$ cat src/rtl/core/assert_macros.svh
// Assertion macros used by the decoder core RTL.
`ifndef ASSERT_MACROS_SVH
`define ASSERT_MACROS_SVH
`ifndef SYNTHESIS
`define ASSERT_SYNC(label, clk, rstn, prop) \
    label: assert property (@(posedge clk) disable iff (!(rstn)) (prop)) \
        else $error("%m: assertion failed");
`define ASSERT_NEVER(label, clk, rstn, cond) \
    `ASSERT_SYNC(label, clk, rstn, !(cond))
`else
`define ASSERT_SYNC(label, clk, rstn, prop)
`define ASSERT_NEVER(label, clk, rstn, cond)
`endif
`endif

$ cat src/rtl/core/asd_pkg.sv
// Shared types, codes and tables of the audio sample stream decoder.
package asd_pkg;

    localparam logic [1:0] REG_CODEC_MODE       = 2'd0;
    localparam logic [1:0] REG_SAMPLE_COUNT     = 2'd1;
    localparam logic [1:0] REG_START_PREDICTOR  = 2'd2;
    localparam logic [1:0] REG_START_STEP_INDEX = 2'd3;

    localparam logic [1:0] MODE_S16LE = 2'd0;
    localparam logic [1:0] MODE_U8    = 2'd1;
    localparam logic [1:0] MODE_MULAW = 2'd2;
    localparam logic [1:0] MODE_ADPCM = 2'd3;

    localparam logic [6:0]  MAX_STEP_INDEX = 7'd88;
    localparam logic [31:0] SAMPLE_COUNT_RESET = 32'd1;
    localparam logic [9:0]  MULAW_BIAS = 10'h084;

    localparam logic [14:0] STEP_TABLE [0:88] = '{
        15'd7, 15'd8, 15'd9, 15'd10, 15'd11, 15'd12, 15'd13, 15'd14, 15'd16, 15'd17,
        15'd19, 15'd21, 15'd23, 15'd25, 15'd28, 15'd31, 15'd34, 15'd37, 15'd41, 15'd45,
        15'd50, 15'd55, 15'd60, 15'd66, 15'd73, 15'd80, 15'd88, 15'd97, 15'd107, 15'd118,
        15'd130, 15'd143, 15'd157, 15'd173, 15'd190, 15'd209, 15'd230, 15'd253, 15'd279,
        15'd307, 15'd337, 15'd371, 15'd408, 15'd449, 15'd494, 15'd544, 15'd598, 15'd658,
        15'd724, 15'd796, 15'd876, 15'd963, 15'd1060, 15'd1166, 15'd1282, 15'd1411,
        15'd1552, 15'd1707, 15'd1878, 15'd2066, 15'd2272, 15'd2499, 15'd2749, 15'd3024,
        15'd3327, 15'd3660, 15'd4026, 15'd4428, 15'd4871, 15'd5358, 15'd5894, 15'd6484,
        15'd7132, 15'd7845, 15'd8630, 15'd9493, 15'd10442, 15'd11487, 15'd12635,
        15'd13899, 15'd15289, 15'd16818, 15'd18500, 15'd20350, 15'd22385, 15'd24623,
        15'd27086, 15'd29794, 15'd32767
    };

    typedef struct packed {
        logic [1:0]         codec_mode;
        logic [31:0]        sample_count;
        logic signed [15:0] start_predictor;
        logic [6:0]         start_step_index;
    } cfg_t;

    typedef struct packed {
        logic signed [15:0] sample;
        logic               last_of_run;
        logic               stream_done;
    } result_t;

    function automatic logic signed [4:0] index_adjust(input logic [2:0] mag);
        logic signed [4:0] adj;
        case (mag)
            3'd4:    adj = 5'sd2;
            3'd5:    adj = 5'sd4;
            3'd6:    adj = 5'sd6;
            3'd7:    adj = 5'sd8;
            default: adj = -5'sd1;
        endcase
        return adj;
    endfunction

    function automatic logic signed [15:0] mulaw_expand(input logic [7:0] code);
        logic [7:0]         inv;
        logic [16:0]        mag;
        logic signed [17:0] val;
        inv = ~code;
        mag = 17'({inv[3:0], 3'b000} + MULAW_BIAS) << inv[6:4];
        if (inv[7]) begin
            val = $signed({8'd0, MULAW_BIAS}) - $signed({1'b0, mag});
        end else begin
            val = $signed({1'b0, mag}) - $signed({8'd0, MULAW_BIAS});
        end
        return val[15:0];
    endfunction

endpackage

$ cat src/rtl/core/asd_adpcm_unit.sv
// One IMA ADPCM nibble update: predictor and step index with saturation.
module asd_adpcm_unit (
    input  logic signed [15:0] predictor,
    input  logic [6:0]         step_index,
    input  logic [3:0]         nibble,
    output logic signed [15:0] predictor_out,
    output logic [6:0]         step_index_out
);

    logic [6:0]         idx;
    logic [14:0]        step;
    logic [16:0]        diff;
    logic signed [17:0] sum;
    logic signed [7:0]  ni;

    always_comb begin
        idx  = (step_index > asd_pkg::MAX_STEP_INDEX) ? asd_pkg::MAX_STEP_INDEX : step_index;
        step = asd_pkg::STEP_TABLE[idx];
        diff = 17'(step >> 3);
        if (nibble[0]) diff = diff + 17'(step >> 2);
        if (nibble[1]) diff = diff + 17'(step >> 1);
        if (nibble[2]) diff = diff + 17'(step);
        if (nibble[3]) begin
            sum = 18'(predictor) - $signed({1'b0, diff});
        end else begin
            sum = 18'(predictor) + $signed({1'b0, diff});
        end
        if (sum > 18'sd32767) begin
            predictor_out = 16'sh7fff;
        end else if (sum < -18'sd32768) begin
            predictor_out = 16'sh8000;
        end else begin
            predictor_out = sum[15:0];
        end
        ni = $signed({1'b0, idx}) + 8'(asd_pkg::index_adjust(nibble[2:0]));
        if (ni < 8'sd0) begin
            step_index_out = 7'd0;
        end else if (ni > $signed({1'b0, asd_pkg::MAX_STEP_INDEX})) begin
            step_index_out = asd_pkg::MAX_STEP_INDEX;
        end else begin
            step_index_out = ni[6:0];
        end
    end

endmodule

$ cat src/rtl/core/asd_decode_core.sv
// Decoder state and per-cycle sample sequencing for all four codecs.
`include "assert_macros.svh"
module asd_decode_core (
    input  logic                    aclk,
    input  logic                    aresetn,
    input  asd_pkg::cfg_t           cfg,
    input  logic                    item_valid,
    input  logic [7:0]              item_byte,
    input  logic                    item_first,
    input  logic                    out_ready,
    output logic                    consume,
    output logic                    emit,
    output asd_pkg::result_t        result
);

    logic signed [15:0] predictor_reg, predictor_next;
    logic [6:0]         step_index_reg, step_index_next;
    logic [31:0]        samples_left_reg, samples_left_next;
    logic               hnn_reg, hnn_next;
    logic [7:0]         held_reg, held_next;
    logic               lbh_reg, lbh_next;
    logic               phase_reg, phase_next;

    logic               reload;
    logic               go;
    logic               use_high;
    logic signed [15:0] eff_pred;
    logic [6:0]         eff_idx;
    logic [31:0]        eff_left;
    logic [31:0]        left_dec;
    logic               eff_hnn;
    logic [7:0]         eff_held;
    logic               eff_lbh;
    logic [3:0]         nibble;
    logic signed [15:0] adpcm_pred;
    logic [6:0]         adpcm_idx;

    asd_adpcm_unit u_adpcm (
        .predictor      (eff_pred),
        .step_index     (eff_idx),
        .nibble         (nibble),
        .predictor_out  (adpcm_pred),
        .step_index_out (adpcm_idx)
    );

    always_comb begin
        reload = item_valid && !phase_reg && item_first;
        go     = item_valid && out_ready;
        if (reload) begin
            eff_pred = cfg.start_predictor;
            eff_idx  = (cfg.start_step_index > asd_pkg::MAX_STEP_INDEX) ?
                       asd_pkg::MAX_STEP_INDEX : cfg.start_step_index;
            eff_left = cfg.sample_count;
            eff_hnn  = 1'b0;
            eff_held = 8'd0;
            eff_lbh  = 1'b0;
        end else begin
            eff_pred = predictor_reg;
            eff_idx  = step_index_reg;
            eff_left = samples_left_reg;
            eff_hnn  = hnn_reg;
            eff_held = held_reg;
            eff_lbh  = lbh_reg;
        end
        left_dec = eff_left - 32'd1;
        use_high = phase_reg || eff_hnn;
        nibble   = use_high ? item_byte[7:4] : item_byte[3:0];

        predictor_next    = predictor_reg;
        step_index_next   = step_index_reg;
        samples_left_next = samples_left_reg;
        hnn_next          = hnn_reg;
        held_next         = held_reg;
        lbh_next          = lbh_reg;
        phase_next        = phase_reg;
        consume           = 1'b0;
        emit              = 1'b0;
        result.sample      = 16'sd0;
        result.last_of_run = 1'b1;
        result.stream_done = (left_dec == 32'd0);

        if (go) begin
            predictor_next    = eff_pred;
            step_index_next   = eff_idx;
            samples_left_next = eff_left;
            hnn_next          = eff_hnn;
            held_next         = eff_held;
            lbh_next          = eff_lbh;
            if (eff_left == 32'd0) begin
                consume = 1'b1;
            end else begin
                case (cfg.codec_mode)
                    asd_pkg::MODE_S16LE: begin
                        consume = 1'b1;
                        if (!eff_lbh) begin
                            held_next = item_byte;
                            lbh_next  = 1'b1;
                        end else begin
                            lbh_next          = 1'b0;
                            emit              = 1'b1;
                            samples_left_next = left_dec;
                            result.sample     = {item_byte, eff_held};
                        end
                    end
                    asd_pkg::MODE_U8: begin
                        consume           = 1'b1;
                        emit              = 1'b1;
                        samples_left_next = left_dec;
                        result.sample     = {~item_byte[7], item_byte[6:0], 8'h00};
                    end
                    asd_pkg::MODE_MULAW: begin
                        consume           = 1'b1;
                        emit              = 1'b1;
                        samples_left_next = left_dec;
                        result.sample     = asd_pkg::mulaw_expand(item_byte);
                    end
                    default: begin
                        emit              = 1'b1;
                        samples_left_next = left_dec;
                        predictor_next    = adpcm_pred;
                        step_index_next   = adpcm_idx;
                        result.sample     = adpcm_pred;
                        if (!use_high) begin
                            hnn_next = 1'b1;
                            if (left_dec != 32'd0) begin
                                phase_next         = 1'b1;
                                result.last_of_run = 1'b0;
                            end else begin
                                consume = 1'b1;
                            end
                        end else begin
                            hnn_next   = 1'b0;
                            phase_next = 1'b0;
                            consume    = 1'b1;
                        end
                    end
                endcase
            end
        end
    end

    always_ff @(posedge aclk) begin
        if (!aresetn) begin
            predictor_reg    <= 16'sd0;
            step_index_reg   <= 7'd0;
            samples_left_reg <= 32'd0;
            hnn_reg          <= 1'b0;
            held_reg         <= 8'd0;
            lbh_reg          <= 1'b0;
            phase_reg        <= 1'b0;
        end else begin
            predictor_reg    <= predictor_next;
            step_index_reg   <= step_index_next;
            samples_left_reg <= samples_left_next;
            hnn_reg          <= hnn_next;
            held_reg         <= held_next;
            lbh_reg          <= lbh_next;
            phase_reg        <= phase_next;
        end
    end

    `ASSERT_NEVER(a_index_range, aclk, aresetn, step_index_reg > asd_pkg::MAX_STEP_INDEX)
    `ASSERT_SYNC(a_phase_needs_item, aclk, aresetn, phase_reg |-> (item_valid && hnn_reg))
    `ASSERT_SYNC(a_phase_has_budget, aclk, aresetn, phase_reg |-> (samples_left_reg != 32'd0))
    `ASSERT_NEVER(a_emit_on_spent, aclk, aresetn, emit && (eff_left == 32'd0))

endmodule

$ cat src/rtl/core/audio_sample_stream_decoder.sv
// Top level: config registers, input register, decode core and output register.
// An accepted transfer is registered in the input register, its samples in the output one.
// Throughput: one byte per cycle unless the output stalls; the single shared ADPCM
// nibble unit does one nibble per cycle, so a two-sample ADPCM byte is held for both.
// Reset: synchronous active-low aresetn clears control state; config returns to defaults.
module audio_sample_stream_decoder (
    input  logic        aclk,
    input  logic        aresetn,
    input  logic        cfg_valid,
    output logic        cfg_ready,
    input  logic [1:0]  cfg_index,
    input  logic [31:0] cfg_data,
    input  logic        s_axis_tvalid,
    output logic        s_axis_tready,
    input  logic [7:0]  s_axis_tdata,   // [7:0] data_byte
    input  logic        s_axis_tuser,   // [0] first_of_stream
    output logic        m_axis_tvalid,
    input  logic        m_axis_tready,
    output logic [15:0] m_axis_tdata,   // [15:0] sample
    output logic        m_axis_tlast,
    output logic        m_axis_tuser    // [0] stream_done
);

    asd_pkg::cfg_t    cfg_reg;
    logic             in_valid_reg;
    logic [7:0]       in_byte_reg;
    logic             in_first_reg;
    logic             out_valid_reg;
    asd_pkg::result_t out_reg;

    logic             out_ready;
    logic             consume;
    logic             emit;
    asd_pkg::result_t result;

    assign cfg_ready     = 1'b1;
    assign out_ready     = !out_valid_reg || m_axis_tready;
    assign s_axis_tready = !in_valid_reg || consume;

    assign m_axis_tvalid = out_valid_reg;
    assign m_axis_tdata  = out_reg.sample;
    assign m_axis_tlast  = out_reg.last_of_run;
    assign m_axis_tuser  = out_reg.stream_done;

    always_ff @(posedge aclk) begin
        if (!aresetn) begin
            cfg_reg.codec_mode       <= asd_pkg::MODE_S16LE;
            cfg_reg.sample_count     <= asd_pkg::SAMPLE_COUNT_RESET;
            cfg_reg.start_predictor  <= 16'sd0;
            cfg_reg.start_step_index <= 7'd0;
        end else if (cfg_valid) begin
            case (cfg_index)
                asd_pkg::REG_CODEC_MODE:      cfg_reg.codec_mode <= cfg_data[1:0];
                asd_pkg::REG_SAMPLE_COUNT:    cfg_reg.sample_count <= cfg_data;
                asd_pkg::REG_START_PREDICTOR: cfg_reg.start_predictor <= cfg_data[15:0];
                default:                      cfg_reg.start_step_index <= cfg_data[6:0];
            endcase
        end
    end

    always_ff @(posedge aclk) begin
        if (!aresetn) begin
            in_valid_reg <= 1'b0;
        end else if (s_axis_tready) begin
            in_valid_reg <= s_axis_tvalid;
        end
    end

    always_ff @(posedge aclk) begin
        if (s_axis_tvalid && s_axis_tready) begin
            in_byte_reg  <= s_axis_tdata;
            in_first_reg <= s_axis_tuser;
        end
    end

    always_ff @(posedge aclk) begin
        if (!aresetn) begin
            out_valid_reg <= 1'b0;
        end else if (out_ready) begin
            out_valid_reg <= emit;
        end
    end

    always_ff @(posedge aclk) begin
        if (emit) begin
            out_reg <= result;
        end
    end

    asd_decode_core u_core (
        .aclk       (aclk),
        .aresetn    (aresetn),
        .cfg        (cfg_reg),
        .item_valid (in_valid_reg),
        .item_byte  (in_byte_reg),
        .item_first (in_first_reg),
        .out_ready  (out_ready),
        .consume    (consume),
        .emit       (emit),
        .result     (result)
    );

endmodule
$ cat config.mk
export PLATFORM = sky130hd
export DESIGN_NAME = audio_sample_stream_decoder
export DESIGN_NICKNAME = d
export VERILOG_FILES = /design/src/rtl/core/asd_pkg.sv /design/src/rtl/core/asd_adpcm_unit.sv /design/src/rtl/core/asd_decode_core.sv /design/src/rtl/core/audio_sample_stream_decoder.sv
export VERILOG_INCLUDE_DIRS = /design/src /design/src/rtl/core
export SDC_FILE = /design/constraint.sdc
export NUM_CORES = 1
export LEC_CHECK = 0
export BUFFER_PORTS_ARGS = -buffer_cell sky130_fd_sc_hd__buf_2
export CORE_ASPECT_RATIO = 1.5
export CORE_MARGIN = 2
export CORE_UTILIZATION = 30
export CTS_CLUSTER_SIZE = 12
export DETAILED_ROUTE_END_ITERATION = 8
export HOLD_SLACK_MARGIN = 0.08
export SLEW_MARGIN = 25
export SYNTH_ARGS = -nofsm -noshare
export SYNTH_HDL_FRONTEND = slang
export SYNTH_SLANG_ARGS = --single-unit
$ cat constraint.sdc
create_clock -name aclk -period 33.7 [get_ports aclk]
set_input_delay 5.055 -clock aclk [delete_from_list [all_inputs] [get_ports aclk]]
set_output_delay 5.055 -clock aclk [all_outputs]
set_load 0.1 [all_outputs]
==> results.md, run 1 <==
Yosys:
- The sequential area share after synthesis is 21.99%.
- Dividing the synthesized area by the synthesized cell count gives approximately 7 sq um.
- After synthesis the netlist holds a flip-flop and latch count of 152.
- The Yosys step of the flow raised 0 warnings.
- The number of distinct library cells after synthesis is between 90 and 100.
- Counting flops with a built-in enable in the synthesized netlist gives 27.
- Ranked by total cell area, the synthesized netlist is headed by sky130_fd_sc_hd__dfxtp_1 17%, sky130_fd_sc_hd__nand2_1 8.7%, sky130_fd_sc_hd__a21oi_1 7.5%.
- Synthesis produced a netlist with a net count of ~2300.
- The most frequently used flop master after synthesis is sky130_fd_sc_hd__dfxtp_1.
- The netlist area before placement is between 0.015 and 0.02 sq mm.
- Of all flip-flops after synthesis, the portion carrying an async set or reset was 0%.
- The post-synthesis cell count is 2119.
- The cell taking the most area after synthesis is sky130_fd_sc_hd__dfxtp_1.
- The top-area cell type share of the netlist area is 16.61%.

Route:
- Before antenna repair, the detailed router went through 5 iterations.
- Once detail routing completed, the nets flagged for antenna violations numbered 0.
- The total number of vias is around 16000.
- The final layout contains routed wiring with a total length of between 50 and 60 mm.
- The number of design-rule violations left by the first detailed-router iteration is 1186.
- The post-detailed-route wirelength per cell is 21.32 microns.
- Using the TritonRoute via totals, the vias-per-cell ratio works out to just under 6.
- After detailed routing, the number of remaining DRC violations is 0.

Flow run:
- The total of max-cap violations is 0.

Place:
- At the placement stage, the worst setup path has a slack of 19.57 ns.
- The count of buffers added on input and output ports is 67.
- The instance area at placement is approximately 0.016 sq mm.
- Detailed placement finished with a half-perimeter wire length of 44.97 mm.
- At the end of routability-driven placement, the weighted congestion stood at between 0.9 and 1.

Pwr:
- IR analysis of the VDD net gives a maximum drop of roughly 0.000041 V.
- For this design the static power due to leakage is 6.720 nW.
- For this design the ratio of total power to cell area is roughly 44 mW/mm^2.

Setup path:
- The kind of capture point of the worst setup path is a flip-flop.
- The required time of the critical path is between 30 and 40 ns.
- The maximum fanout count along the critical path is 27.
- The critical path is of the flip-flop to flip-flop type.
- The data arrival time of the worst path is about 15 ns.
- STA classifies the critical path startpoint as a flip-flop.
- In this design, the critical path's most frequently occurring cell is sky130_fd_sc_hd__a21oi_1.
- The cell with the largest stage delay on the worst path is sky130_fd_sc_hd__o211a_1.
- In this design, the stage delay of the slowest critical-path cell is just under 0.8 ns.

Layout:
- The share of cells above drive strength 1 is 9.186%.
- The cell area after layout is about 0.017 sq mm.
- The top cell types in the final layout, fill and taps aside, are 351 x sky130_fd_sc_hd__nand2_1, 225 x sky130_fd_sc_hd__a21oi_1, 175 x sky130_fd_sc_hd__nor2_1.
- After the last flow step, the layout net total stands at about 2200.
- The flip-flop count of the largest register, all copies and words added is between 50 and 60.
- The end-of-flow core utilization is around a third.
- The multi-input combinational cell area is about 0.011 sq mm.
- In the final layout, flip-flops and latches occupy 0.003313 sq mm.
- The number of antenna diodes is 0.
- The library cell used most frequently in the layout, excluding fill and tap cells, is sky130_fd_sc_hd__nand2_1.
- The number of fill cells is 5351.
- The layout overhead on the synthesized area is 10.07%.

STA:
- The normalized max-slew margin is about 32%.
- The number of hold violations in the final report is 0.
- The final critical-path share of the clock period is between 40 and 50%.
- Across all setup checks in the final design, the least slack found is ~19 ns.
- The clock arrives with ~0.014 ns of skew.
- Setup repair after global routing left no endpoint under its margin.
- At the pin with the least slew margin, the transition time is between 1 and 1.5 ns.
- The final critical path time including I/O delays and setup is 14.50 ns.
- Derived from the worst setup path, the maximum achievable clock frequency is just under 70 MHz.
- The final setup TNS is 0 ns.
- The tightest hold margin is around 0.46 ns.
- The final count of pins violating max slew is 0.
- Setup violations remaining at the end of the flow were counted as 0.

Global route:
- The total overflow left after global routing is 0.
- The pin count of the biggest net entering global routing is a little over 90.
- The number of global-route vias before repair is ~16000.
- In the global route stage, overall resource usage came out at between 20 and 25%.
- The number of antenna violations at the first check in global routing is 0.
- The first global-routing pass estimated 91.53 mm of wire.

Die:
- The initial standard-cell utilization of the core is roughly 30%.
- The area of the placeable core is between 0.04 and 0.05 sq mm.
- 69 I/O pins were placed.
- After floorplanning, the core was divided into 100 placement rows.
- From bottom edge to top edge, the die measures approximately 280 microns.
- The horizontal die dimension is 187.0 microns.
- The floorplan step defined a die boundary enclosing approximately 0.052 sq mm.

Clock tree:
- Post-CTS timing repair inserted 0 buffers for setup.
- The clock sink count is 152.
- The clock reaches the later pin of the worst-skew pair after 0.44 ns.
- The total clock buffers created by CTS is 17.
- The CTS tree is done.
- Buffers inserted to repair hold after CTS numbered 0.
- The number of H-tree levels is 4.
- The post-cts sizing count is 0.
- CTS placed an instance of sky130_fd_sc_hd__clkbuf_16 at the clock tree root.
- The maximum buffer depth of the clock tree is 2.
- Clock-pin slew was measured on the worst setup and hold paths at about 0.060 ns.

Run status:
- The run finished with clean final reports.

Min path:
- The min-delay analysis places its worst path in the category flip-flop to flip-flop.
## metal layers
metal	GRT usage, %	part of all wire, %	vias up
met5	0	0	-
met4	16.87	8.1	0
met3	2.383	4.1	211
met2	40.84	51	583
met1	23.34	37	7666
li1	-	-	7736
## kinds of logic after synthesis
group / synth area share (%)
compound gates: 30.77
simple gates: 23.64
buf+inv: 5.049
mux: 4.642
fa+ha+maj: 7.955
other cells: 0.02489
xor+xnor: 5.929
flops: 21.99
## path summary, 6_finish.rpt
| path | from | to | slack [ns] | cells past startpoint |
|---|---|---|---|---|
| setup / recovery | in_valid_reg$_SDFFE_PN0N_ | m_axis_tdata[7]$_SDFFCE_PP0P_ | 19.20 | 48 |
| hold / removal | u_core.samples_left_reg[26]$_SDFFE_PN0P_ | u_core.samples_left_reg[26]$_SDFFE_PN0P_ | 0.46 | 2 |
| setup reg to reg | in_valid_reg$_SDFFE_PN0N_ | m_axis_tdata[7]$_SDFFCE_PP0P_ | 19.20 | 48 |
| hold reg to reg | u_core.samples_left_reg[26]$_SDFFE_PN0P_ | u_core.samples_left_reg[26]$_SDFFE_PN0P_ | 0.46 | 2 |
## critical path: cells and delay by family, from the launching register on
kind	cells	cell delay, ns
AOI/OAI and AO/OA	25	7.16
and+or+nand+nor	10	2.59
adders and majority gates	5	1.81
xor gates and xnor gates	5	0.89
buffers and inverters	2	0.75
muxes	1	0.60
DFF	1	0.44
## synthesized netlist by cell type, drive strengths merged, types with 15 or more instances
cell,number
ha,87
buf,37
o21ai,149
nor2b,16
a22oi,19
nand2b,17
a21o,27
o31ai,34
nor2,176
and3,22
a21oi,225
mux2i,54
nand3,49
a31oi,50
o21a,18
and2,17
xnor2,61
edfxtp,27
a211oi,27
clkbuf,104
nand2,351
inv,47
dfxtp,125
nor3,67
or3,15
xor2,41
## layout make-up
type                    instances  area share (%)
multi-input cells            1777           66.54
flip-flops and latches        152           19.98
well taps                     663           5.002
repair buffers                103           3.651
clock buffers                  17           2.565
clock inverters                14           1.147
inverters                      49           1.116
## where the power goes
group          total (W)  internal, W  leakage, nW  switching [W]
Clock           0.000203     0.000118        0.298      0.0000846
Combinational   0.000319     0.000117         5.13       0.000201
Sequential      0.000201     0.000192         1.29     0.00000884
## through the flow
step | power [W] | instances
after floorplan | 0.0004335 | 2119
after global placement | 0.0005125 | 2744
after detailed placement | 0.0005152 | 2744
after CTS | 0.0007198 | 2775
after global routing | 0.0007654 | 2775
final | 0.0007222 | 2775
No activity file was read; power rests on OpenSTA's default activity.
==> run 2: changes to the inputs <==
==> constraint.sdc (replaced) <==
create_clock -name aclk -period 13.7 [get_ports aclk]
set_input_delay 2.055 -clock aclk [delete_from_list [all_inputs] [get_ports aclk]]
set_output_delay 2.055 -clock aclk [all_outputs]
set_load 0.1 [all_outputs]
==> results.md, run 2 (synthesis gave the netlist of run 1 again) <==
Global route:
- The pin count of the biggest net entering global routing came to 101 (was 91).
- The number of global-route vias before repair was 15970 (was 15810).
- The sum of overflow across all layers after global routing is 0 (unchanged).
- The first-pass GRT wire length came to 93.04 mm (was 91.53 mm).
- The number of antenna violations at the first check in global routing is 0 (unchanged).
- The total global routing track utilization is 22.78% (was 22.29%).

Route:
- The total number of vias is 16530 (was 16200).
- The residual antenna-violating net count after detailed routing is 0 (unchanged).
- The number of remaining DRC errors came to 0 (unchanged).
- The via density per instance was 5.867 (was 5.836).
- The total wirelength of the detailed-routed design is 60.63 mm (was 59.16 mm).
- The post-detailed-route wirelength per cell is 21.52 microns (was 21.32 microns).
- The number of design-rule violations left by the first detailed-router iteration is 1192 (was 1186).
- The number of iterations in the first detailed-routing pass is 5 (unchanged).

Place:
- The number of buffers added on ports was 67 (unchanged).
- The total half-perimeter wirelength after legalization and detailed placement is 45.64 mm (was 44.97 mm).
- The global placement routability congestion is 1.022 (was 0.9862).
- The worst slack at placement is 1.011 ns (was 19.57 ns).

STA:
- The final critical-path share of the clock period is 93.13% (was 43.04%).
- The number of endpoints failing setup at the final stage came to 0 (unchanged).
- RSZ-0062 raised after global routing: no (unchanged).
- The actual transition at the worst max-transition pin was 1.046 ns (was 1.009 ns).
- The final setup TNS is 0 ns (unchanged).
- The normalized max-slew margin is 29.37% (was 32.14%).
- The number of hold violations in the final report is 0 (unchanged).
- The final count of pins violating max slew was 0 (unchanged).
- The least setup slack across all paths after layout is 0.9409 ns (was 19.20 ns).
- The worst setup skew after layout was 0.01069 ns (was 0.01407 ns).
- The final critical path time including I/O delays and setup is 12.76 ns (was 14.50 ns).
- The highest clock frequency the design can meet was 78.38 MHz (was 68.95 MHz).

Die:
- The area of the placeable core is 0.04967 sq mm (unchanged).
- The initial standard-cell utilization of the core is 30.34% (unchanged).
- The horizontal die dimension is 187.0 microns (unchanged).
- The number of ports placed on the die boundary is 69 (unchanged).
- The number of cell rows is 100 (unchanged).
- The area of the die is 0.05207 sq mm (unchanged).
- The height of the chip is 278.5 microns (unchanged).

Min path:
- The class of the worst hold path was flip-flop to flip-flop (unchanged).

Layout:
- The flip-flop count of the largest register, all copies and words added is 57 (unchanged).
- The most frequent standard cell in the layout excluding fill and tap cells is sky130_fd_sc_hd__nand2_1 (unchanged).
- The layout overhead on the synthesized area is 11.99% (was 10.07%).
- The end-of-flow core utilization came to 33.97% (was 33.39%).
- The number of nets at the end of the flow is 2281 (was 2240).
- The number of fill cells was 5341 (was 5351).
- The sequential standard cell area is 0.003313 sq mm (unchanged).
- The multi-input combinational cell area is 0.01102 sq mm (was 0.01104 sq mm).
- Commonest cells after routing, fill and taps aside: 351 x sky130_fd_sc_hd__nand2_1, 225 x sky130_fd_sc_hd__a21oi_1, 175 x sky130_fd_sc_hd__nor2_1 (unchanged).
- The share of cells above drive strength 1 is 10.86% (was 9.186%).
- The number of antenna diodes is 0 (unchanged).

Setup path:
- The cell with the largest stage delay on the worst path was sky130_fd_sc_hd__a32oi_1 (was sky130_fd_sc_hd__o211a_1).
- The required time of the critical path is 13.88 ns (was 33.94 ns).
- The type of the setup path with the least slack is flip-flop to flip-flop (unchanged).
- The launching element type of the critical path is a flip-flop (unchanged).
- The maximum fanout count along the critical path is 22 (was 27).
- The delay contributed by the slowest stage of the critical path came to 0.71 ns (was 0.77 ns).
- The kind of capture point of the worst setup path is a flip-flop (unchanged).
- The data arrival time of the worst path is 12.94 ns (was 14.75 ns).

Pwr:
- The switching fraction of total power is 41.15% (was 40.82%).
- The leakage power figure is 6.928 nW (was 6.720 nW).
- The total net switching power is 0.0007355 W (was 0.0002948 W).
- The clock share of power was 26.8% (was 28.1%).
- The largest voltage drop on the vdd net is 0.00009052 V (was 0.00004120 V).
- The combinational share of power is 45.6% (was 44.1%).
- The internal portion of total power is 0.001052 W (was 0.0004273 W).
- The portion of total power attributed to sequential cells is 27.6% (was 27.8%).
- The power density over cell area is 105.9 mW/mm^2 (was 43.54 mW/mm^2).

Clock tree:
- The CTS tree is done (unchanged).
- The total clock buffers created by CTS was 17 (unchanged).
- The clock insertion delay at the later pin of the skew report is 0.45 ns (was 0.44 ns).
- The number of H-tree levels came to 4 (unchanged).
- The clock slew at the register clock pins of the worst setup and hold paths was 0.07 ns (was 0.06 ns).
- The cell chosen for the clock root is sky130_fd_sc_hd__clkbuf_16 (unchanged).
- The maximum buffer depth of the clock tree is 2 (unchanged).
- The clock sink count is 152 (unchanged).

Run status:
- Result of the run: complete, no violations (unchanged).

Flow run:
- The total of max-cap violations was 0 (unchanged).
## run 2: final timing paths
check,from,endpoint,slack [ns],depth (start not counted)
worst max-delay path,in_valid_reg$_SDFFE_PN0N_,m_axis_tdata[0]$_SDFFCE_PP0P_,0.94,50
worst max register to register,in_valid_reg$_SDFFE_PN0N_,m_axis_tdata[0]$_SDFFCE_PP0P_,0.94,50
worst min-delay path,u_core.samples_left_reg[23]$_SDFFE_PN0P_,u_core.samples_left_reg[23]$_SDFFE_PN0P_,0.45,2
worst min register to register,u_core.samples_left_reg[23]$_SDFFE_PN0P_,u_core.samples_left_reg[23]$_SDFFE_PN0P_,0.45,2
## run 2: final cells by class
type | count | area share, %
Clock buffer | 19 | 2.751
Clock inverter | 13 | 0.7711
Inverter | 49 | 1.097
Multi-Input combinational cell | 1777 | 65.32
Sequential cell | 152 | 19.63
Tap cell | 663 | 4.916
Timing Repair Buffer | 144 | 5.509
## run 2: worst max-delay path: cells and delay by family, from the launching register on
kind,cells,cell delay (ns)
xor gates and xnor gates,4,0.73
buffers and inverters,6,1.15
adders and majority gates,6,1.91
DFF,1,0.46
and+or+nand+nor,13,2.31
AOI/OAI and AO/OA,20,5.36
muxes,1,0.53
## run 2: timing repair
action                     in CTS  in global routing
setup buffers                   0                  5
setup endpoints to repair       0                 18
hold endpoints to repair        0                  0
gates resized for setup         0                  2
hold buffers                    0                  0
## run 2: power groups by stage
stage	clock network (W)	registers, W	logic [W]
floorplan	0	0.000498	0.000568
global placement	0	0.000502	0.000781
detailed placement	0	0.000502	0.000789
CTS	0.000488	0.000492	0.000796
global route	0.000506	0.000495	0.000892
finish	0.000479	0.000493	0.000816
## run 2: per-layer routing
metal | global-route usage, % | vias up | share of wire (%)
met5 | 0 | - | 0
met4 | 16.24 | 0 | 7.5
met3 | 2.257 | 200 | 4.6
met2 | 42.12 | 682 | 51
met1 | 24.04 | 7847 | 37
li1 | - | 7798 | -
## run 2: through the flow
stage	std cells	power, W	hold WS, ns	cell area [sq um]
floorplan	2119	0.001066	0.4315	15070
global placement	2780	0.001283	0.4378	16230
detailed placement	2780	0.001291	0.4473	16230
CTS	2812	0.001777	0.4555	16820
global route	2817	0.001893	0.4667	16870
finish	2817	0.001788	0.4523	16870
==> run 3: changes to the inputs <==
--- a/config.mk
+++ b/config.mk
@@ -6,12 +6,12 @@
 export SDC_FILE = /design/constraint.sdc
 export NUM_CORES = 1
 export LEC_CHECK = 0
-export BUFFER_PORTS_ARGS = -buffer_cell sky130_fd_sc_hd__buf_2
 export CORE_ASPECT_RATIO = 1.5
 export CORE_MARGIN = 2
 export CORE_UTILIZATION = 30
 export CTS_CLUSTER_SIZE = 12
 export DETAILED_ROUTE_END_ITERATION = 8
+export DONT_BUFFER_PORTS = 1
 export HOLD_SLACK_MARGIN = 0.08
 export SLEW_MARGIN = 25
 export SYNTH_ARGS = -nofsm -noshare
==> constraint.sdc (replaced) <==
create_clock -name aclk -period 14.8 [get_ports aclk]
set_input_delay 2.22 -clock aclk [delete_from_list [all_inputs] [get_ports aclk]]
set_output_delay 2.22 -clock aclk [all_outputs]
set_load 0.1 [all_outputs]
==> results.md, run 3 (synthesis gave the netlist of run 1 again) <==
Run status:
- Result of the run: complete, no violations (unchanged).

Die:
- The horizontal die dimension is 187.0 microns (unchanged).
- The initial standard-cell utilization of the core was 30.34% (unchanged).
- The area of the die was 0.05207 sq mm (unchanged).
- The number of cell rows came to 100 (unchanged).
- The number of ports placed on the die boundary came to 69 (unchanged).
- The area of the placeable core is 0.04967 sq mm (unchanged).
- The height of the chip is 278.5 microns (unchanged).

STA:
- RSZ-0062 raised after global routing: no (unchanged).
- The normalized max-slew margin is 28.86% (was 29.37%).
- The final critical path time including I/O delays and setup came to 13.74 ns (was 12.76 ns).
- The actual transition at the worst max-transition pin is 1.069 ns (was 1.046 ns).
- The final setup TNS is 0 ns (unchanged).
- The number of hold violations in the final report is 0 (unchanged).
- The least setup slack across all paths after layout is 1.061 ns (was 0.9409 ns).
- The final count of pins violating max slew was 0 (unchanged).
- The worst setup skew after layout is 0.02120 ns (was 0.01069 ns).
- The final critical-path share of the clock period came to 92.83% (was 93.13%).
- The highest clock frequency the design can meet is 72.79 MHz (was 78.38 MHz).
- The number of endpoints failing setup at the final stage is 0 (unchanged).

Pwr:
- The largest voltage drop on the vdd net is 0.00007802 V (was 0.00009052 V).
- The power density over cell area was 101.2 mW/mm^2 (was 105.9 mW/mm^2).
- The leakage power figure came to 6.497 nW (was 6.928 nW).

Layout:
- The flip-flop count of the largest register, all copies and words added came to 57 (unchanged).
- The number of antenna diodes is 0 (unchanged).
- The share of cells above drive strength 1 is 6.806% (was 10.86%).
- The number of cells in the finished layout apart from fillers is 2720 (was 2817).
- The end-of-flow core utilization is 32.89% (was 33.97%).
- The multi-input combinational cell area is 0.01104 sq mm (was 0.01102 sq mm).
- The layout overhead on the synthesized area is 8.436% (was 11.99%).
- The number of fill cells is 5320 (was 5341).
- The sequential standard cell area is 0.003313 sq mm (unchanged).
- Commonest cells after routing, fill and taps aside: 351 x sky130_fd_sc_hd__nand2_1, 225 x sky130_fd_sc_hd__a21oi_1, 174 x sky130_fd_sc_hd__nor2_1 (was 351 x sky130_fd_sc_hd__nand2_1, 225 x sky130_fd_sc_hd__a21oi_1, 175 x sky130_fd_sc_hd__nor2_1).
- The most frequent standard cell in the layout excluding fill and tap cells is sky130_fd_sc_hd__nand2_1 (unchanged).
- The number of nets at the end of the flow came to 2185 (was 2281).

Route:
- The via density per instance was 5.913 (was 5.867).
- The number of iterations in the first detailed-routing pass is 6 (was 5).
- The post-detailed-route wirelength per cell is 22.18 microns (was 21.52 microns).
- The number of design-rule violations left by the first detailed-router iteration is 1015 (was 1192).
- The residual antenna-violating net count after detailed routing is 0 (unchanged).
- The total number of vias is 16080 (was 16530).
- The total wirelength of the detailed-routed design came to 60.34 mm (was 60.63 mm).
- The number of remaining DRC errors is 0 (unchanged).

Clock tree:
- The number of H-tree levels is 4 (unchanged).
- The maximum buffer depth of the clock tree is 2 (unchanged).
- The buffer count from post-CTS setup fixing came to 0 (unchanged).
- The total clock buffers created by CTS is 17 (unchanged).
- The post-cts sizing count is 0 (unchanged).
- The cell chosen for the clock root is sky130_fd_sc_hd__clkbuf_16 (unchanged).
- The clock sink count is 152 (unchanged).
- The total of hold buffers inserted after clock tree synthesis is 0 (unchanged).
- The clock insertion delay at the later pin of the skew report is 0.45 ns (about the same).
- The clock slew at the register clock pins of the worst setup and hold paths was 0.07 ns (about the same).
- The CTS tree is done (unchanged).

Setup path:
- The worst flop-to-flop path startpoint is cfg_reg[6]$_SDFFE_PN0P_ (was in_valid_reg$_SDFFE_PN0N_).
- The delay contributed by the slowest stage of the critical path is 0.75 ns (was 0.71 ns).
- The launching element type of the critical path is a flip-flop (unchanged).
- The cell with the largest stage delay on the worst path is sky130_fd_sc_hd__a2111oi_0 (was sky130_fd_sc_hd__a32oi_1).
- The count of cells along the worst register-to-register path was 47 (was 50).
- The maximum fanout count along the critical path is 16 (was 22).
- The cell that appears most often on the critical path is sky130_fd_sc_hd__ha_1.
- The required time of the critical path is 14.96 ns (was 13.88 ns).
- The type of the setup path with the least slack was flip-flop to flip-flop (unchanged).
- The data arrival time of the worst path came to 13.90 ns (was 12.94 ns).
- The endpoint of the lowest-slack register-to-register path is m_axis_tdata[0]$_SDFFCE_PP0P_ (unchanged).
- The setup slack on the worst flop-to-flop path was 1.06 ns (was 0.94 ns).
- The kind of capture point of the worst setup path was a flip-flop (unchanged).

Flow run:
- The total of max-cap violations is 0 (unchanged).

Min path:
- The class of the worst hold path is flip-flop to flip-flop (unchanged).
- The worst-case hold path end point is u_core.samples_left_reg[26]$_SDFFE_PN0P_ (was u_core.samples_left_reg[23]$_SDFFE_PN0P_).
- The worst hold path cell count is 2 (unchanged).
- The critical hold path startpoint was u_core.samples_left_reg[26]$_SDFFE_PN0P_ (was u_core.samples_left_reg[23]$_SDFFE_PN0P_).

Place:
- The global placement routability congestion is 0.9706 (was 1.022).
- The worst slack at placement is 1.317 ns (was 1.011 ns).
- The number of cells in the design after placement is 2689 (was 2780).
- The number of buffers added on ports is 0 (was 67).
- The total half-perimeter wirelength after legalization and detailed placement was 46.24 mm (was 45.64 mm).

Global route:
- The total global routing track utilization was 22.69% (was 22.78%).
- The pin count of the biggest net entering global routing was 80 (was 101).
- The sum of overflow across all layers after global routing is 0 (unchanged).
- The number of global-route vias before repair was 15860 (was 15970).
- The first-pass GRT wire length was 92.50 mm (was 93.04 mm).
- The number of antenna violations at the first check in global routing is 0 (unchanged).
[run 3: worst max-delay path: cells and delay by family, from the launching register on]
family                   cells  cell delay (ns)
AND/OR/NAND/NOR             10             2.48
XOR/XNOR                     5             0.88
adder cells (fa/ha/maj)      5             1.72
AO/OA/AOI/OAI               25             7.09
buffers and inverters        2             0.62
flip-flops                   1             0.64
[run 3: worst max-delay path by stage]
stage	start	to	slack (ns)	cells past startpoint
4_1_cts	cfg_reg[6]$_SDFFE_PN0P_	m_axis_tdata[0]$_SDFFCE_PP0P_	1.27	47
3_5_place_dp	cfg_reg[6]$_SDFFE_PN0P_	m_axis_tdata[0]$_SDFFCE_PP0P_	1.32	47
3_3_place_gp	cfg_reg[6]$_SDFFE_PN0P_	m_axis_tdata[0]$_SDFFCE_PP0P_	1.31	45
6_report	cfg_reg[6]$_SDFFE_PN0P_	m_axis_tdata[0]$_SDFFCE_PP0P_	1.06	47
2_1_floorplan	cfg_reg[4]$_SDFFE_PN0P_	m_axis_tdata[2]$_SDFFCE_PP0P_	4.18	50
5_1_grt	cfg_reg[6]$_SDFFE_PN0P_	m_axis_tdata[0]$_SDFFCE_PP0P_	0.16	47
[run 3: through the flow]
stage | hold slack, ns | total power [W] | area, sq um
after global routing | 0.4638 | 0.001744 | 16340
after detailed placement | 0.4432 | 0.001185 | 15720
final | 0.4484 | 0.001654 | 16340
after floorplan | 0.4315 | 0.0009870 | 15070
after CTS | 0.4523 | 0.001645 | 16320
after global placement | 0.4372 | 0.001178 | 15710
[run 3: power breakdown]
part | internal (W) | leakage (nW) | switching (W)
logic | 0.000274 | 4.90 | 0.000459
clock network | 0.000263 | 0.299 | 0.000194
registers | 0.000437 | 1.29 | 0.0000271
total | 0.000974 | 6.50 | 0.000680
[run 3: per-layer routing]
layer | global-route usage [%] | vias up | part of all wire [%]
li1 | - | 7614 | -
met1 | 23.07 | 7725 | 36
met2 | 43.44 | 552 | 53
met3 | 2.358 | 191 | 4.3
met4 | 15.10 | 0 | 6.6
met5 | 0 | - | 0
[run 3: area by class of cell]
cell class / count / share of cell area [%]
multi-input combinational: 1777 / 67.58
sequential: 152 / 20.28
tap: 663 / 5.077
clock buffer: 18 / 2.757
timing repair buffer: 48 / 2.205
inverter: 49 / 1.133
clock inverter: 13 / 0.9725
